===== src/hw/rtl/sha512_pkg.sv =====
// Shared types, constants and round functions of the SHA-512 engine.
// No dependencies; compile before every other file of the block.
package sha512_pkg;

    localparam int WORD_W  = 64;
    localparam int CNT_W   = 4;
    localparam int IDX_W   = 3;
    localparam int RND_W   = 7;
    localparam int POS_W   = 4;
    localparam int ROUNDS  = 80;
    localparam int HASH_N  = 8;
    localparam int SCHED_N = 16;

    localparam logic [RND_W-1:0] LAST_ROUND = RND_W'(ROUNDS - 1);
    localparam logic [POS_W-1:0] POS_LEN_HI = POS_W'(SCHED_N - 2);
    localparam logic [POS_W-1:0] POS_LAST   = POS_W'(SCHED_N - 1);
    localparam logic [CNT_W-1:0] FULL_BYTES = CNT_W'(8);
    localparam logic [WORD_W-1:0] MARK_WORD = 64'h8000_0000_0000_0000;

    localparam logic [WORD_W-1:0] ROUND_K [ROUNDS] = '{
        64'h428a2f98d728ae22, 64'h7137449123ef65cd, 64'hb5c0fbcfec4d3b2f, 64'he9b5dba58189dbbc,
        64'h3956c25bf348b538, 64'h59f111f1b605d019, 64'h923f82a4af194f9b, 64'hab1c5ed5da6d8118,
        64'hd807aa98a3030242, 64'h12835b0145706fbe, 64'h243185be4ee4b28c, 64'h550c7dc3d5ffb4e2,
        64'h72be5d74f27b896f, 64'h80deb1fe3b1696b1, 64'h9bdc06a725c71235, 64'hc19bf174cf692694,
        64'he49b69c19ef14ad2, 64'hefbe4786384f25e3, 64'h0fc19dc68b8cd5b5, 64'h240ca1cc77ac9c65,
        64'h2de92c6f592b0275, 64'h4a7484aa6ea6e483, 64'h5cb0a9dcbd41fbd4, 64'h76f988da831153b5,
        64'h983e5152ee66dfab, 64'ha831c66d2db43210, 64'hb00327c898fb213f, 64'hbf597fc7beef0ee4,
        64'hc6e00bf33da88fc2, 64'hd5a79147930aa725, 64'h06ca6351e003826f, 64'h142929670a0e6e70,
        64'h27b70a8546d22ffc, 64'h2e1b21385c26c926, 64'h4d2c6dfc5ac42aed, 64'h53380d139d95b3df,
        64'h650a73548baf63de, 64'h766a0abb3c77b2a8, 64'h81c2c92e47edaee6, 64'h92722c851482353b,
        64'ha2bfe8a14cf10364, 64'ha81a664bbc423001, 64'hc24b8b70d0f89791, 64'hc76c51a30654be30,
        64'hd192e819d6ef5218, 64'hd69906245565a910, 64'hf40e35855771202a, 64'h106aa07032bbd1b8,
        64'h19a4c116b8d2d0c8, 64'h1e376c085141ab53, 64'h2748774cdf8eeb99, 64'h34b0bcb5e19b48a8,
        64'h391c0cb3c5c95a63, 64'h4ed8aa4ae3418acb, 64'h5b9cca4f7763e373, 64'h682e6ff3d6b2b8a3,
        64'h748f82ee5defb2fc, 64'h78a5636f43172f60, 64'h84c87814a1f0ab72, 64'h8cc702081a6439ec,
        64'h90befffa23631e28, 64'ha4506cebde82bde9, 64'hbef9a3f7b2c67915, 64'hc67178f2e372532b,
        64'hca273eceea26619c, 64'hd186b8c721c0c207, 64'heada7dd6cde0eb1e, 64'hf57d4f7fee6ed178,
        64'h06f067aa72176fba, 64'h0a637dc5a2c898a6, 64'h113f9804bef90dae, 64'h1b710b35131c471b,
        64'h28db77f523047d84, 64'h32caab7b40c72493, 64'h3c9ebe0a15c9bebc, 64'h431d67c49c100d4c,
        64'h4cc5d4becb3e42b6, 64'h597f299cfc657e2a, 64'h5fcb6fab3ad6faec, 64'h6c44198c4a475817
    };

    localparam logic [WORD_W-1:0] INIT_HASH [HASH_N] = '{
        64'h6a09e667f3bcc908, 64'hbb67ae8584caa73b, 64'h3c6ef372fe94f82b, 64'ha54ff53a5f1d36f1,
        64'h510e527fade682d1, 64'h9b05688c2b3e6c1f, 64'h1f83d9abfb41bd6b, 64'h5be0cd19137e2179
    };

    // Source of the word shifted into the message schedule.
    typedef enum logic [2:0] {
        SRC_DATA,
        SRC_PADDED,
        SRC_MARK,
        SRC_ZERO,
        SRC_LEN_HI,
        SRC_LEN_LO
    } t_src;

    typedef enum logic [2:0] {
        ST_IDLE,
        ST_ROUND,
        ST_ADD,
        ST_PAD,
        ST_DONE
    } t_state;

    typedef struct packed {
        logic             push;
        t_src             src;
        logic             add_bytes;
        logic             load_work;
        logic             round;
        logic [RND_W-1:0] rnd;
        logic             add_hash;
        logic             publish;
    } t_dp_cmd;

    typedef struct packed {
        logic out_busy;
    } t_dp_sts;

    function automatic logic [WORD_W-1:0] rotr(input logic [WORD_W-1:0] v, input int n);
        rotr = (v >> n) | (v << (WORD_W - n));
    endfunction

    function automatic logic [WORD_W-1:0] big_sigma0(input logic [WORD_W-1:0] v);
        big_sigma0 = rotr(v, 28) ^ rotr(v, 34) ^ rotr(v, 39);
    endfunction

    function automatic logic [WORD_W-1:0] big_sigma1(input logic [WORD_W-1:0] v);
        big_sigma1 = rotr(v, 14) ^ rotr(v, 18) ^ rotr(v, 41);
    endfunction

    function automatic logic [WORD_W-1:0] small_sigma0(input logic [WORD_W-1:0] v);
        small_sigma0 = rotr(v, 1) ^ rotr(v, 8) ^ (v >> 7);
    endfunction

    function automatic logic [WORD_W-1:0] small_sigma1(input logic [WORD_W-1:0] v);
        small_sigma1 = rotr(v, 19) ^ rotr(v, 61) ^ (v >> 6);
    endfunction

endpackage


===== src/hw/rtl/sha512_ctrl.sv =====
// Sequencer of the SHA-512 engine: word intake, padding, rounds, digest hand-off.
// Depends on sha512_pkg; drives sha512_dp through t_dp_cmd.
module sha512_ctrl (
    input  logic                         i_clk,
    input  logic                         i_rst_n,
    input  logic                         i_in_valid,
    input  logic                         i_final_word,
    input  logic [sha512_pkg::CNT_W-1:0] i_valid_bytes,
    output logic                         o_in_ready,
    input  sha512_pkg::t_dp_sts          i_sts,
    output sha512_pkg::t_dp_cmd          o_cmd
);
    import sha512_pkg::*;

    t_state           r_state, n_state;
    logic [POS_W-1:0] r_pos, n_pos;
    logic [RND_W-1:0] r_rnd, n_rnd;
    logic             r_pad, n_pad;
    logic             r_mark, n_mark;
    logic             r_len_hi, n_len_hi;
    logic             r_len_lo, n_len_lo;

    always_ff @(posedge i_clk) begin
        if (!i_rst_n) begin
            r_state  <= ST_IDLE;
            r_pos    <= '0;
            r_rnd    <= '0;
            r_pad    <= 1'b0;
            r_mark   <= 1'b0;
            r_len_hi <= 1'b0;
            r_len_lo <= 1'b0;
        end else begin
            r_state  <= n_state;
            r_pos    <= n_pos;
            r_rnd    <= n_rnd;
            r_pad    <= n_pad;
            r_mark   <= n_mark;
            r_len_hi <= n_len_hi;
            r_len_lo <= n_len_lo;
        end
    end

    always_comb begin
        n_state    = r_state;
        n_pos      = r_pos;
        n_rnd      = r_rnd;
        n_pad      = r_pad;
        n_mark     = r_mark;
        n_len_hi   = r_len_hi;
        n_len_lo   = r_len_lo;
        o_in_ready = 1'b0;
        o_cmd      = '0;
        o_cmd.src  = SRC_DATA;
        o_cmd.rnd  = r_rnd;

        case (r_state)
            ST_IDLE: begin
                o_in_ready = 1'b1;
                if (i_in_valid) begin
                    o_cmd.push      = 1'b1;
                    o_cmd.add_bytes = 1'b1;
                    n_pos           = r_pos + 1'b1;
                    if (i_final_word) begin
                        n_pad = 1'b1;
                        if (i_valid_bytes inside {[FULL_BYTES:4'hf]}) begin
                            o_cmd.src = SRC_DATA;
                            n_mark    = 1'b1;
                        end else begin
                            o_cmd.src = SRC_PADDED;
                        end
                        n_state = ST_PAD;
                    end
                    if (r_pos == POS_LAST) begin
                        o_cmd.load_work = 1'b1;
                        n_state         = ST_ROUND;
                    end
                end
            end
            ST_PAD: begin
                o_cmd.push = 1'b1;
                n_pos      = r_pos + 1'b1;
                if (r_mark) begin
                    o_cmd.src = SRC_MARK;
                    n_mark    = 1'b0;
                end else if (r_pos == POS_LEN_HI) begin
                    o_cmd.src = SRC_LEN_HI;
                    n_len_hi  = 1'b1;
                end else if (r_pos == POS_LAST && r_len_hi) begin
                    o_cmd.src = SRC_LEN_LO;
                    n_len_lo  = 1'b1;
                end else begin
                    o_cmd.src = SRC_ZERO;
                end
                if (r_pos == POS_LAST) begin
                    o_cmd.load_work = 1'b1;
                    n_state         = ST_ROUND;
                end
            end
            ST_ROUND: begin
                o_cmd.round = 1'b1;
                if (r_rnd == LAST_ROUND) begin
                    n_rnd   = '0;
                    n_state = ST_ADD;
                end else begin
                    n_rnd = r_rnd + 1'b1;
                end
            end
            ST_ADD: begin
                o_cmd.add_hash = 1'b1;
                if (r_len_lo) begin
                    n_state = ST_DONE;
                end else if (r_pad) begin
                    n_state = ST_PAD;
                end else begin
                    n_state = ST_IDLE;
                end
            end
            ST_DONE: begin
                // hold the digest until the output buffer drains
                if (!i_sts.out_busy) begin
                    o_cmd.publish = 1'b1;
                    n_pad         = 1'b0;
                    n_len_hi      = 1'b0;
                    n_len_lo      = 1'b0;
                    n_pos         = '0;
                    n_state       = ST_IDLE;
                end
            end
            default: begin
                n_state = ST_IDLE;
            end
        endcase
    end

endmodule


===== config.mk =====
export PLATFORM = sky130hd
export DESIGN_NAME = sha512_ctrl
export DESIGN_NICKNAME = d
export VERILOG_FILES = /design/src/hw/rtl/sha512_pkg.sv /design/src/hw/rtl/sha512_ctrl.sv
export SDC_FILE = /design/constraint.sdc
export NUM_CORES = 1
export LEC_CHECK = 0
export BUFFER_PORTS_ARGS = -buffer_cell sky130_fd_sc_hd__buf_4
export CAP_MARGIN = 20
export CORE_ASPECT_RATIO = 0.9
export CORE_MARGIN = 5
export CORE_UTILIZATION = 55
export CTS_CLUSTER_SIZE = 16
export DETAILED_ROUTE_END_ITERATION = 12
export PLACE_DENSITY = 0.94
export SYNTH_ARGS = -nofsm -noshare
export SYNTH_HDL_FRONTEND = slang
export SYNTH_SLANG_ARGS = --single-unit

===== constraint.sdc =====
create_clock -name i_clk -period 3.7 [get_ports i_clk]
set_clock_uncertainty 0.15 [all_clocks]
set_input_delay 0.185 -clock i_clk [delete_from_list [all_inputs] [get_ports i_clk]]
set_output_delay 0.185 -clock i_clk [all_outputs]
set_load 0.02 [all_outputs]

==> insert_results.sql <==
INSERT INTO impl_metrics (metric_group, metric, value, unit) VALUES
('timing', 'timing.fmax', '459', 'MHz'),
('finish', 'post_layout_nonfiller_instances', '173', ''),
('finish', 'mostFrequentLayoutCell', 'sky130_fd_sc_hd__buf_4', ''),
('grt', 'grtUsageMet1', '0.209', ''),
('power_and_ir_drop', 'total_power', '0.730', 'mW'),
('timing', 'timing_max_transition_violations_final', '0', ''),
('power_and_ir_drop', 'seq_power_share', '0.380', ''),
('flow_run', 'max_cap_viol_count', '0', ''),
('routing', 'drt_iter0_markers', '44', ''),
('setup_path', 'crit_path_start_kind', 'flip-flop', ''),
('power_and_ir_drop', 'cellLeakagePower', '0.555', 'nW'),
('synth', 'syn-instance-count', '127', ''),
('cts', 'cts_num_sinks', '18', ''),
('placed_design', 'place_hpwl', '1750', 'um'),
('power_and_ir_drop', 'net-switching-power', '0.307', 'mW'),
('grt', 'grt_use_total', '0.173', ''),
('power_and_ir_drop', 'vdd_ir_drop_max', '0.000348', 'V'),
('power_and_ir_drop', 'cellPowerDensity', '564', 'mW/mm2'),
('routing', 'drt_first_pass_iters', '4', ''),
('grt', 'groute.layer.met3.usage', '0.0517', ''),
('grt', 'grt_max_degree', '16', ''),
('grt', 'global_route.usage.met2', '0.289', ''),
('timing', 'min_period_over_period', '0.588', ''),
('cts', 'cts_tree', 'built', ''),
('setup_path', 'crit_required', '3.37', 'ns'),
('setup_path', 'reg2reg_slack', '1.63', 'ns'),
('setup_path', 'worst-path-max-fanout', '14', ''),
('routing', 'finalWirelength', '2430', 'um'),
('die', 'effective_utilization_at_floorplan', '0.573', ''),
('cts', 'numCtsBuffers', '3', ''),
('synth', 'synth_edf_count', '0', ''),
('timing', 'setup_viol', '0', ''),
('die', 'placementRows', '15', ''),
('synth', 'yosys.cell_types.count', '49', ''),
('cts', 'clk_latency', '0.30', 'ns'),
('timing', 'hold_viol_final', '0', ''),
('die', 'ioPinCount', '26', ''),
('synth', 'synth.yosys.warnings', '0', ''),
('synth', 'synth.top_cell.area_share', '0.328', ''),
('grt', 'grt.busiest_layer', 'met2', ''),
('synth', 'synth_top_flop_cell', 'sky130_fd_sc_hd__dfxtp_1', ''),
('routing', 'route.detailed.wl_per_inst', '14.0', 'um'),
('grt', 'grt_antenna_before_repair', '0', ''),
('grt', 'first_global_vias', '949', ''),
('timing', 'max_slew.worst_pin.slew', '0.497', 'ns'),
('setup_path', 'timing.setup.critical_path_class', 'flip-flop to output port', ''),
('synth', 'syn_area', '0.00110', 'mm2'),
('finish', 'final_design_area_no_fill', '0.00129', 'mm2'),
('finish', 'n_antenna_cell', '0', ''),
('cts', 'postCtsHoldBufs', '0', ''),
('grt', 'grt_first_pass_wirelength', '4110', 'um'),
('synth', 'syn_nets', '139', ''),
('die', 'dieHeight', '52.4', 'um'),
('cts', 'ctsHtreeMaxLevel', '1', ''),
('routing', 'dr_total_vias', '1000', ''),
('routing', 'vias_per_cell', '5.78', ''),
('setup_path', 'worst_setup_path_end_kind', 'output port', ''),
('placed_design', 'placed_area', '0.00126', 'mm2'),
('placed_design', 'placement.setup.worst_slack', '1.69', 'ns'),
('setup_path', 'cp_data_arrival_time', '1.84', 'ns'),
('grt', 'globalRoute.totalOverflow', '0', ''),
('synth', 'synth.ff_latch_count', '18', ''),
('die', 'die_area', '0.00299', 'mm2'),
('routing', 'drt.antenna.violating_nets', '0', ''),
('synth', 'synth-async-reset-ratio', '0', ''),
('placed_design', 'port-buffer-count', '22', ''),
('cts', 'post_cts.repair.setup_buffers', '0', ''),
('cts', 'cts.clk_slew.worst_paths', '0.11', 'ns'),
('cts', 'ctsLongestPathBuffers', '2', ''),
('outcome', 'status', 'finished clean', ''),
('timing', 'finalSetupTns', '0', 'ns');
-- worst max-delay path: stages, from the launching register on --
cell,delay (ns)
sky130_fd_sc_hd__dfxtp_1,0.61
sky130_fd_sc_hd__or3b_1,0.60
sky130_fd_sc_hd__inv_2,0.17
sky130_fd_sc_hd__buf_4,0.16
-- cell usage after synthesis (2+ instances only) --
cell,instances
sky130_fd_sc_hd__a21boi_1,3
sky130_fd_sc_hd__a21oi_1,6
sky130_fd_sc_hd__a31oi_1,2
sky130_fd_sc_hd__and2_1,4
sky130_fd_sc_hd__and3_1,2
sky130_fd_sc_hd__and3b_1,2
sky130_fd_sc_hd__buf_4,2
sky130_fd_sc_hd__dfxtp_1,18
sky130_fd_sc_hd__ha_1,3
sky130_fd_sc_hd__inv_1,4
sky130_fd_sc_hd__mux2i_1,2
sky130_fd_sc_hd__nand2_1,12
sky130_fd_sc_hd__nand2b_1,3
sky130_fd_sc_hd__nand3_1,6
sky130_fd_sc_hd__nor2_1,9
sky130_fd_sc_hd__nor2b_1,5
sky130_fd_sc_hd__nor3_1,4
sky130_fd_sc_hd__o21ai_0,4
sky130_fd_sc_hd__o21ai_1,3
sky130_fd_sc_hd__or3_1,2
sky130_fd_sc_hd__or3b_1,2
sky130_fd_sc_hd__xor2_1,2
-- power groups by stage --
stage               Combinational [mW]  Clock [mW]  Sequential (mW)
floorplan                        0.270           0            0.259
global placement                 0.321           0            0.279
detailed placement               0.331           0            0.282
CTS                              0.332       0.126            0.278
global route                     0.362       0.135            0.286
finish                           0.329       0.123            0.278
-- final cells by class --
class | count | area [um2]
Inverter | 5 | 18.8
Sequential cell | 18 | 360
Timing Repair Buffer | 22 | 165
Multi-Input combinational cell | 99 | 683
Clock buffer | 4 | 36.3
Fill cell | 163 | 619
Tap cell | 25 | 31.3
-- sequential cells by signal, indices dropped and copies added, names as in the netlist --
name      flops
r_pos         4
r_rnd         7
r_pad         1
r_state       3
r_mark        1
r_len_hi      1
r_len_lo      1
-- metal layers --
layer	share of wire	routed length, um
met1	0.45	1080
met2	0.47	1140
met3	0.063	153
met4	0.023	55
met5	0	0
-- kinds of logic after synthesis --
group	Yosys count	synth area share
AND/OR/NAND/NOR	62	0.336
AO/OA/AOI/OAI	29	0.210
flip-flops	18	0.328
buffers and inverters	10	0.0490
XOR/XNOR	3	0.0239
adder cells (fa/ha/maj)	3	0.0342
multiplexers	2	0.0182
-- metrics by stage --
step / hold WS (ns) / util
6_report: 0.0183 / 0.676
5_1_grt: 0.0201 / 0.676
4_1_cts: 0.0105 / 0.676
3_5_place_dp: 0.293 / 0.658
3_3_place_gp: 0.290 / 0.658
2_1_floorplan: 0.188 / -
-- worst paths after layout --
| path | from | to | cells after the start |
|---|---|---|---|
| hold / removal | i_valid_bytes[3] | r_mark$_SDFFE_PN0P_ | 3 |
| setup reg to reg | r_state[0]$_SDFFE_PN0P_ | r_rnd[4]$_SDFFE_PN0P_ | 4 |
| hold reg to reg | r_pad$_SDFFE_PN0P_ | r_pad$_SDFFE_PN0P_ | 2 |
| setup / recovery | r_state[0]$_SDFFE_PN0P_ | o_cmd[9] | 3 |
No activity file was read; power rests on OpenSTA's default activity.
